$ cat config.mk
export PLATFORM = sky130hd
export DESIGN_NAME = queued_mutex_with_condition_top
export DESIGN_NICKNAME = d
export VERILOG_FILES = /design/src/qmc_pkg.sv /design/src/qmc_queue_ram.sv /design/src/qmc_lock_ctrl.sv /design/src/queued_mutex_with_condition_top.sv
export SDC_FILE = /design/constraint.sdc
export NUM_CORES = 1
export LEC_CHECK = 0
export ABC_AREA = 1
export BUFFER_PORTS_ARGS = -buffer_cell sky130_fd_sc_hd__clkbuf_2
export CAP_MARGIN = 20
export CORE_MARGIN = 10
export CORE_UTILIZATION = 55
export CTS_CLUSTER_DIAMETER = 30
export CTS_CLUSTER_SIZE = 25
export DETAILED_ROUTE_END_ITERATION = 10
export GPL_TIMING_DRIVEN = 0
export PLACE_DENSITY_LB_ADDON = 0.05
export SYNTH_ARGS = -nofsm -noshare
export SYNTH_HDL_FRONTEND = slang
export SYNTH_SLANG_ARGS = --single-unit
export TNS_END_PERCENT = 50
$ cat constraint.sdc
create_clock -name clock -period 2.2 [get_ports clock]
set_input_delay 0.11 -clock clock [delete_from_list [all_inputs] [get_ports clock]]
set_output_delay 0.11 -clock clock [all_outputs]
set_load 0.02 [all_outputs]
$ cat src/qmc_pkg.sv
package qmc_pkg;

   // Queue geometry, id width and opcode width
   localparam int QUEUE_DEPTH = 16;
   localparam int PTR_W       = $clog2(QUEUE_DEPTH);
   localparam int CNT_W       = $clog2(QUEUE_DEPTH + 1);
   localparam int ID_W        = 8;
   localparam int OP_W        = 3;

   // Opcodes; codes five to seven act as a status query
   localparam logic [OP_W-1:0] OP_LOCK   = 3'd0;
   localparam logic [OP_W-1:0] OP_UNLOCK = 3'd1;
   localparam logic [OP_W-1:0] OP_WAIT   = 3'd2;
   localparam logic [OP_W-1:0] OP_SIGNAL = 3'd3;
   localparam logic [OP_W-1:0] OP_STATUS = 3'd4;

   typedef struct packed {
      logic [OP_W-1:0] opcode;
      logic [ID_W-1:0] requester_id;
   } cmd_type;

   typedef struct packed {
      logic             granted;
      logic             locked;
      logic             handoff_valid;
      logic [ID_W-1:0]  handoff_id;
      logic             signaled_valid;
      logic [ID_W-1:0]  signaled_id;
      logic             overflow;
      logic [CNT_W-1:0] waiting_count;
   } rsp_type;

   // Circular pointer advance
   function automatic logic [PTR_W-1:0] next_slot(input logic [PTR_W-1:0] ptr);
      if (ptr == PTR_W'(QUEUE_DEPTH - 1)) begin
         return '0;
      end
      return ptr + 1'b1;
   endfunction

endpackage

$ cat src/qmc_queue_ram.sv
module qmc_queue_ram #(
   parameter int DEPTH = 16,
   parameter int WIDTH = 8
) (
   input  logic                     clock,
   input  logic                     wr_en,
   input  logic [$clog2(DEPTH)-1:0] wr_addr,
   input  logic [WIDTH-1:0]         wr_data,
   input  logic [$clog2(DEPTH)-1:0] rd_addr,
   output logic [WIDTH-1:0]         rd_data
);

   logic [WIDTH-1:0] mem [DEPTH];
   logic [WIDTH-1:0] rd_data_ff;

   // One write port, one registered read port
   always_ff @(posedge clock) begin
      if (wr_en) begin
         mem[wr_addr] <= wr_data;
      end
      rd_data_ff <= mem[rd_addr];
   end

   assign rd_data = rd_data_ff;

endmodule

$ cat src/qmc_lock_ctrl.sv
module qmc_lock_ctrl (
   input  logic            clock,
   input  logic            reset,
   input  logic            exec_en,
   input  qmc_pkg::cmd_type cmd,
   output qmc_pkg::rsp_type rsp
);

   logic                            held_ff, held_in;
   logic [qmc_pkg::ID_W-1:0]        owner_ff, owner_in;
   logic [qmc_pkg::PTR_W-1:0]       head_ff, head_in;
   logic [qmc_pkg::PTR_W-1:0]       tail_ff, tail_in;
   logic [qmc_pkg::CNT_W-1:0]       count_ff, count_in;
   logic                            pend_ff, pend_in;
   logic                            cvalid_ff, cvalid_in;
   logic [qmc_pkg::ID_W-1:0]        cthread_ff, cthread_in;

   logic                            wr_en;
   logic [qmc_pkg::ID_W-1:0]        head_word;
   logic                            is_owner;
   logic                            q_full;
   logic                            q_empty;

   // Head entry is read every cycle; head only moves on an execute edge and an
   // accept edge always separates two executes, so the word is always fresh.
   qmc_queue_ram #(
      .DEPTH (qmc_pkg::QUEUE_DEPTH),
      .WIDTH (qmc_pkg::ID_W)
   ) u_queue_ram (
      .clock   (clock),
      .wr_en   (wr_en),
      .wr_addr (tail_ff),
      .wr_data (cmd.requester_id),
      .rd_addr (head_ff),
      .rd_data (head_word)
   );

   assign is_owner = held_ff && (owner_ff == cmd.requester_id);
   assign q_full   = (count_ff == qmc_pkg::CNT_W'(qmc_pkg::QUEUE_DEPTH));
   assign q_empty  = (count_ff == '0);

   // Operation decode and next state
   always_comb begin
      held_in    = held_ff;
      owner_in   = owner_ff;
      head_in    = head_ff;
      tail_in    = tail_ff;
      count_in   = count_ff;
      pend_in    = pend_ff;
      cvalid_in  = cvalid_ff;
      cthread_in = cthread_ff;
      wr_en      = 1'b0;

      rsp.granted        = 1'b0;
      rsp.handoff_valid  = 1'b0;
      rsp.handoff_id     = '0;
      rsp.signaled_valid = 1'b0;
      rsp.signaled_id    = '0;
      rsp.overflow       = 1'b0;

      unique case (cmd.opcode)
         qmc_pkg::OP_LOCK: begin
            priority if (is_owner) begin
               // owner relock: no change
            end else if (!held_ff) begin
               held_in     = 1'b1;
               owner_in    = cmd.requester_id;
               rsp.granted = 1'b1;
            end else if (q_full) begin
               rsp.overflow = 1'b1;
            end else begin
               wr_en    = exec_en;
               tail_in  = qmc_pkg::next_slot(tail_ff);
               count_in = count_ff + 1'b1;
            end
         end
         qmc_pkg::OP_UNLOCK, qmc_pkg::OP_WAIT: begin
            if (cmd.opcode == qmc_pkg::OP_WAIT) begin
               pend_in    = 1'b1;
               cvalid_in  = held_ff;
               cthread_in = held_ff ? owner_ff : '0;
            end
            // release (by the owner on unlock, by any requester on wait while held): hand to head waiter or free
            if ((cmd.opcode == qmc_pkg::OP_WAIT) ? held_ff : is_owner) begin
               if (!q_empty) begin
                  owner_in          = head_word;
                  head_in           = qmc_pkg::next_slot(head_ff);
                  count_in          = count_ff - 1'b1;
                  rsp.handoff_valid = 1'b1;
                  rsp.handoff_id    = head_word;
               end else begin
                  held_in  = 1'b0;
                  owner_in = '0;
               end
            end
         end
         qmc_pkg::OP_SIGNAL: begin
            if (pend_ff) begin
               rsp.signaled_valid = cvalid_ff;
               rsp.signaled_id    = cvalid_ff ? cthread_ff : '0;
               pend_in            = 1'b0;
               cvalid_in          = 1'b0;
               cthread_in         = '0;
            end
         end
         default: begin
            // status query
         end
      endcase

      rsp.locked        = held_in;
      rsp.waiting_count = count_in;
   end

   // Lock state registers
   always_ff @(posedge clock) begin
      if (reset) begin
         held_ff    <= 1'b0;
         owner_ff   <= '0;
         head_ff    <= '0;
         tail_ff    <= '0;
         count_ff   <= '0;
         pend_ff    <= 1'b0;
         cvalid_ff  <= 1'b0;
         cthread_ff <= '0;
      end else if (exec_en) begin
         held_ff    <= held_in;
         owner_ff   <= owner_in;
         head_ff    <= head_in;
         tail_ff    <= tail_in;
         count_ff   <= count_in;
         pend_ff    <= pend_in;
         cvalid_ff  <= cvalid_in;
         cthread_ff <= cthread_in;
      end
   end

endmodule

$ cat src/queued_mutex_with_condition_top.sv
// An accepted word is held in the command register; its result is registered into the output register on execute.
// A new word is accepted only once the previous one has executed; the queue head read is registered and the
// execute cycle reads, modifies and writes back the lock state and queue memory.
// Execute waits while a previous result is still held in the output register and not being taken.
// Reset (synchronous, active high) frees the mutex, empties the queue and clears
// the condition slot; the queue memory itself is not cleared.
module queued_mutex_with_condition_top (
   input  logic                       clock,
   input  logic                       reset,
   input  logic                       req_valid,
   output logic                       req_ready,
   input  logic [qmc_pkg::OP_W-1:0]   req_opcode,
   input  logic [qmc_pkg::ID_W-1:0]   req_requester_id,
   output logic                       rsp_valid,
   input  logic                       rsp_ready,
   output logic                       rsp_granted,
   output logic                       rsp_locked,
   output logic                       rsp_handoff_valid,
   output logic [qmc_pkg::ID_W-1:0]   rsp_handoff_id,
   output logic                       rsp_signaled_valid,
   output logic [qmc_pkg::ID_W-1:0]   rsp_signaled_id,
   output logic                       rsp_overflow,
   output logic [qmc_pkg::CNT_W-1:0]  rsp_waiting_count
);

   localparam logic ST_IDLE = 1'b0;
   localparam logic ST_EXEC = 1'b1;

   logic              state_ff, state_in;
   qmc_pkg::cmd_type  cmd_ff;
   qmc_pkg::rsp_type  rsp_next;
   qmc_pkg::rsp_type  rsp_ff;
   logic              rsp_valid_ff, rsp_valid_in;
   logic              req_fire;
   logic              exec_fire;

   assign req_ready = (state_ff == ST_IDLE);
   assign req_fire  = req_valid && req_ready;
   assign exec_fire = (state_ff == ST_EXEC) && (!rsp_valid_ff || rsp_ready);

   qmc_lock_ctrl u_lock_ctrl (
      .clock   (clock),
      .reset   (reset),
      .exec_en (exec_fire),
      .cmd     (cmd_ff),
      .rsp     (rsp_next)
   );

   // Sequencer
   always_comb begin
      state_in = state_ff;
      unique case (state_ff)
         ST_IDLE: if (req_fire) state_in = ST_EXEC;
         ST_EXEC: if (exec_fire) state_in = ST_IDLE;
         default: state_in = ST_IDLE;
      endcase
   end

   // Output register handshake
   always_comb begin
      rsp_valid_in = rsp_valid_ff;
      priority if (exec_fire) begin
         rsp_valid_in = 1'b1;
      end else if (rsp_ready) begin
         rsp_valid_in = 1'b0;
      end
   end

   always_ff @(posedge clock) begin
      if (reset) begin
         state_ff     <= ST_IDLE;
         rsp_valid_ff <= 1'b0;
      end else begin
         state_ff     <= state_in;
         rsp_valid_ff <= rsp_valid_in;
      end
   end

   // Captured word and result payload
   always_ff @(posedge clock) begin
      if (req_fire) begin
         cmd_ff.opcode       <= req_opcode;
         cmd_ff.requester_id <= req_requester_id;
      end
      if (exec_fire) begin
         rsp_ff <= rsp_next;
      end
   end

   assign rsp_valid          = rsp_valid_ff;
   assign rsp_granted        = rsp_ff.granted;
   assign rsp_locked         = rsp_ff.locked;
   assign rsp_handoff_valid  = rsp_ff.handoff_valid;
   assign rsp_handoff_id     = rsp_ff.handoff_id;
   assign rsp_signaled_valid = rsp_ff.signaled_valid;
   assign rsp_signaled_id    = rsp_ff.signaled_id;
   assign rsp_overflow       = rsp_ff.overflow;
   assign rsp_waiting_count  = rsp_ff.waiting_count;

endmodule

==> results.py <==
metrics = {
    "finish": {
        "area_growth_pct": 27.5,
        "layout-drive-gt1-share": 0.204,
        "antenna-diode-count": 0,
        "multi_input_area_um2": 2540,
        "stdcell_count": 1115,
        "fin_area_um2": 10800,
        "fillCellCount": 1050,
        "finalNetCount": 919,
        "seq_area_um2": 5800,
    },
    "drt": {
        "drtAntennaViolNets": 0,
        "drt_iter0_drc": 840,
        "dr.pass1.iters": 5,
        "wl_per_cell_um": 20.1,
        "drc": 0,
        "viasPerCell": 5.73,
        "routed_wl_um": 22400,
        "num_vias": 6390,
    },
    "synth": {
        "synth_nets": 800,
        "ys_seq_elements": 207,
        "synth_edf_count": 165,
        "ys_seq_area_frac": 0.682,
        "async_flop_share": 0,
        "ys_warn_count": 0,
        "ys.flop_type": "edfxtp_1",
        "synth_area_leaders": "edfxtp_1 58%, dfxtp_1 9.9%, nand2_1 7.9%, nor2_1 4.2%, o21ai_0 3.1%",
        "yosys.cell_types.count": 37,
        "synthCells": 778,
        "synth_top_cell_area_share": 0.583,
        "avgSynthCellArea_um2": 10.9,
        "yosys.area.top_type": "edfxtp_1",
        "syn-cell-area_um2": 8500,
    },
    "clock_tree": {
        "clk_pin_slew_ns": 0.05,
        "clock_tree.buffer_depth": 3,
        "cts_made_buffers": 38,
        "cts_tree": "built",
        "cts.sinks": 207,
        "clock_latency_ns": 0.51,
        "cts-root-buf": "clkbuf_16",
        "cts_max_level": 2,
    },
    "global_route": {
        "grt_pass1_wl_um": 34800,
        "grt_pass1_vias": 6244,
        "grt_max_degree": 36,
        "grt_overflow_total": 0,
        "antenna_found_initial": 0,
        "globalRouteTotalUtil": 0.221,
    },
    "setup_path": {
        "slowest_stage": "nor2_1",
        "cp_max_fo": 10,
        "crit_top_cell": "inv_1",
        "crit_type": "flip-flop to flip-flop",
        "cp-start-kind": "flip-flop",
        "end_kind": "flip-flop",
        "critPathBufInv": 3,
        "rrSetupSlack_ns": 0.05,
        "cp.arrival_ns": 2.52,
        "cp_top_family": "simple AND/OR/NAND/NOR gates",
        "cp.required_ns": 2.57,
        "r2r_cells": 8,
        "path_cells": "inv_1 > nor2_1 > inv_1 > buf_2 > a21oi_1 > a221oi_1 > o21ai_0 > nand2_1",
        "r2r_start": "u_lock_ctrl.head_ff[2]$_SDFFE_PP0P_",
        "regToRegEndpoint": "u_lock_ctrl.u_queue_ram.rd_data[7]$_DFF_P_",
        "critPathMaxStageDelay_ns": 0.49,
    },
    "sta": {
        "setup_violations": 0,
        "tightest_slew_ns": 0.862,
        "rsz0062_at_grt": "yes",
        "drv_slew": 0,
        "max_freq_mhz": 465,
        "relSlewSlack": 0.423,
        "final_min_period_over_clock_period": 0.977,
        "period_needed_ns": 2.15,
        "hold_viol_final": 0,
        "skew_ns": 0.0210,
    },
    "floorplan": {
        "core-area_um2": 15100,
        "dieArea_um2": 20800,
        "die_w_um": 144,
        "rows": 45,
        "ios": 43,
        "start_util": 0.561,
        "die_h_um": 144,
    },
    "power_and_ir_drop": {
        "seqPwrFrac": 0.416,
        "cellInternalPower_mw": 8.19,
        "pwr-share-comb": 0.033,
        "pwr-share-clk": 0.550,
        "vdd_ir_drop_max_mv": 1.20,
        "switching_share": 0.212,
        "p_sw_mw": 2.21,
        "power_density_nw_per_um2": 959,
        "p_leak_nw": 4.14,
    },
    "hold_path": {
        "min_to": "cmd_ff[8]$_DFFE_PP_",
        "whs_path_depth": 2,
        "hp-class": "primary input to flip-flop",
        "hp-start": "req_opcode[0]",
    },
    "flow_run": {
        "drv_cap": 0,
    },
    "status": {
        "status": "completed",
    },
    "placed_design": {
        "placed_cells": 1008,
        "portBuffers": 42,
        "place_congestion": 0.905,
        "post_dp_cell_area_um2": 8940,
        "dp_hpwl_um": 13800,
    },
}
kinds of logic (layout without fill, tap and decap cells):
family / Yosys count / in the layout / share of synthesized area
AO/OA/AOI/OAI: 128 / 128 / 0.0849
XOR/XNOR: 11 / 11 / 0.0113
adder cells (fa/ha/maj): 7 / 7 / 0.0103
buffers and inverters: 85 / 234 / 0.0399
flip-flops: 207 / 207 / 0.682
AND/OR/NAND/NOR: 340 / 340 / 0.172
flip-flops by register name, indices dropped and copies added, names as in the netlist:
name                             count
u_lock_ctrl.owner_ff                 8
u_lock_ctrl.tail_ff                  4
rsp_handoff_id                       8
rsp_signaled_valid                   1
u_lock_ctrl.cthread_ff               8
u_lock_ctrl.u_queue_ram.mem        128
u_lock_ctrl.count_ff                 5
rsp_signaled_id                      8
u_lock_ctrl.pend_ff                  1
rsp_overflow                         1
u_lock_ctrl.held_ff                  1
rsp_granted                          1
u_lock_ctrl.head_ff                  4
cmd_ff                              11
u_lock_ctrl.u_queue_ram.rd_data      8
rsp_valid                            1
rsp_waiting_count                    5
u_lock_ctrl.cvalid_ff                1
rsp_locked                           1
state_ff                             1
rsp_handoff_valid                    1
cell type report:
| type | instances | area share |
|---|---|---|
| inverter | 56 | 0.0196 |
| sequential | 207 | 0.535 |
| timing repair buffer | 79 | 0.0575 |
| clock inverter | 22 | 0.0214 |
| buffer | 29 | 0.0125 |
| tap | 188 | 0.0217 |
| multi-input combinational | 486 | 0.234 |
| clock buffer | 48 | 0.0980 |
cells in the mapped netlist (4+ instances only):
library cell / count
nand3_1: 38
edfxtp_1: 165
a21oi_1: 42
o22ai_1: 14
buf_1: 5
a221oi_1: 11
nor2_1: 94
clkbuf_1: 17
o221ai_1: 5
xor2_1: 6
dfxtp_1: 42
buf_2: 5
inv_2: 4
nand2_2: 7
ha_1: 7
xnor2_1: 5
o21ai_0: 53
inv_1: 49
nand2_1: 180
nand4_1: 8
timing repair:
item | 4_1_cts | 5_1_grt
gates cloned | 0 | 0
pin swaps | 14 | 5
hold buffers | 14 | 0
endpoints found under the setup margin | 164 | 141
endpoints found under the hold margin | 17 | 0
resized for setup | 48 | 9
setup buffers | 22 | 1
power by group through the flow:
stage	Combinational (mW)	Sequential [mW]	Clock (mW)
5_1_grt	0.377	4.33	5.98
2_1_floorplan	0.140	4.44	0
4_1_cts	0.343	4.33	5.75
3_3_place_gp	0.253	4.44	0
3_5_place_dp	0.257	4.44	0
6_report	0.346	4.33	5.72
worst reg2reg max path, cell delays in order, from the launching register on:
cell,delay (ns)
dfxtp_1,0.42
inv_1,0.21
nor2_1,0.49
inv_1,0.12
buf_2,0.23
a21oi_1,0.14
a221oi_1,0.11
o21ai_0,0.20
nand2_1,0.10
metrics by stage:
step | total power, mW | TNS [ns] | util | setup slack [ns] | hold slack [ns]
final | 10.4 | 0 | 0.716 | 0.0502 | 0.326
after global routing | 10.7 | -0.366 | 0.716 | -0.0636 | 0.327
after CTS | 10.4 | 0 | 0.714 | 0.0172 | 0.308
after detailed placement | 4.70 | -115.78 | 0.591 | -0.950 | 0.289
after global placement | 4.69 | -110.31 | 0.591 | -0.909 | 0.289
after floorplan | 4.58 | 0 | - | 0.0351 | 0.209
per-layer routing:
layer | track usage | vias up | wire [um]
li1 | - | 2960 | -
met3 | 0.0663 | 42 | 2340
met1 | 0.303 | 3075 | 9630
met4 | 0.0910 | 0 | 533
met5 | 0 | - | 0
met2 | 0.322 | 313 | 9930
worst max path at each step:
stage	startpoint	to	slack [ns]	cells after the start
after CTS	cmd_ff[1]$_DFFE_PP_	u_lock_ctrl.u_queue_ram.mem[13][3]$_DFFE_PP_	0.02	11
final	u_lock_ctrl.head_ff[2]$_SDFFE_PP0P_	u_lock_ctrl.u_queue_ram.rd_data[7]$_DFF_P_	0.05	8
after global routing	u_lock_ctrl.head_ff[2]$_SDFFE_PP0P_	u_lock_ctrl.u_queue_ram.rd_data[2]$_DFF_P_	-0.06	8
after global placement	cmd_ff[1]$_DFFE_PP_	u_lock_ctrl.u_queue_ram.mem[2][1]$_DFFE_PP_	-0.91	10
after detailed placement	cmd_ff[4]$_DFFE_PP_	u_lock_ctrl.u_queue_ram.mem[0][1]$_DFFE_PP_	-0.95	10
after floorplan	cmd_ff[1]$_DFFE_PP_	u_lock_ctrl.u_queue_ram.mem[7][0]$_DFFE_PP_	0.04	10
cell usage in the layout, fill, tap and decap left out, types with 4 or more instances in the layout:
cell	netlist	layout
o221ai_1	5	5
clkbuf_16	0	41
ha_1	7	6
clkinv_4	0	4
dfxtp_1	42	40
inv_2	4	5
nor2_4	1	17
nor2_1	94	77
nand3_1	38	36
a221oi_1	11	11
clkbuf_2	0	47
nand2_1	180	175
clkinv_1	2	4
clkbuf_1	17	19
a21oi_1	42	42
o21ai_0	53	53
inv_1	49	48
clkinv_2	0	7
buf_2	5	4
xnor2_1	5	5
xor2_1	6	6
nand4_1	8	8
nand2_4	2	6
edfxtp_1	165	165
buf_1	5	4
o22ai_1	14	14
buf_4	1	16
buf_12	0	8
nand2_2	7	8
dlygate4sd3_1	0	14
Note: power is estimated with default switching activity, not from simulation.
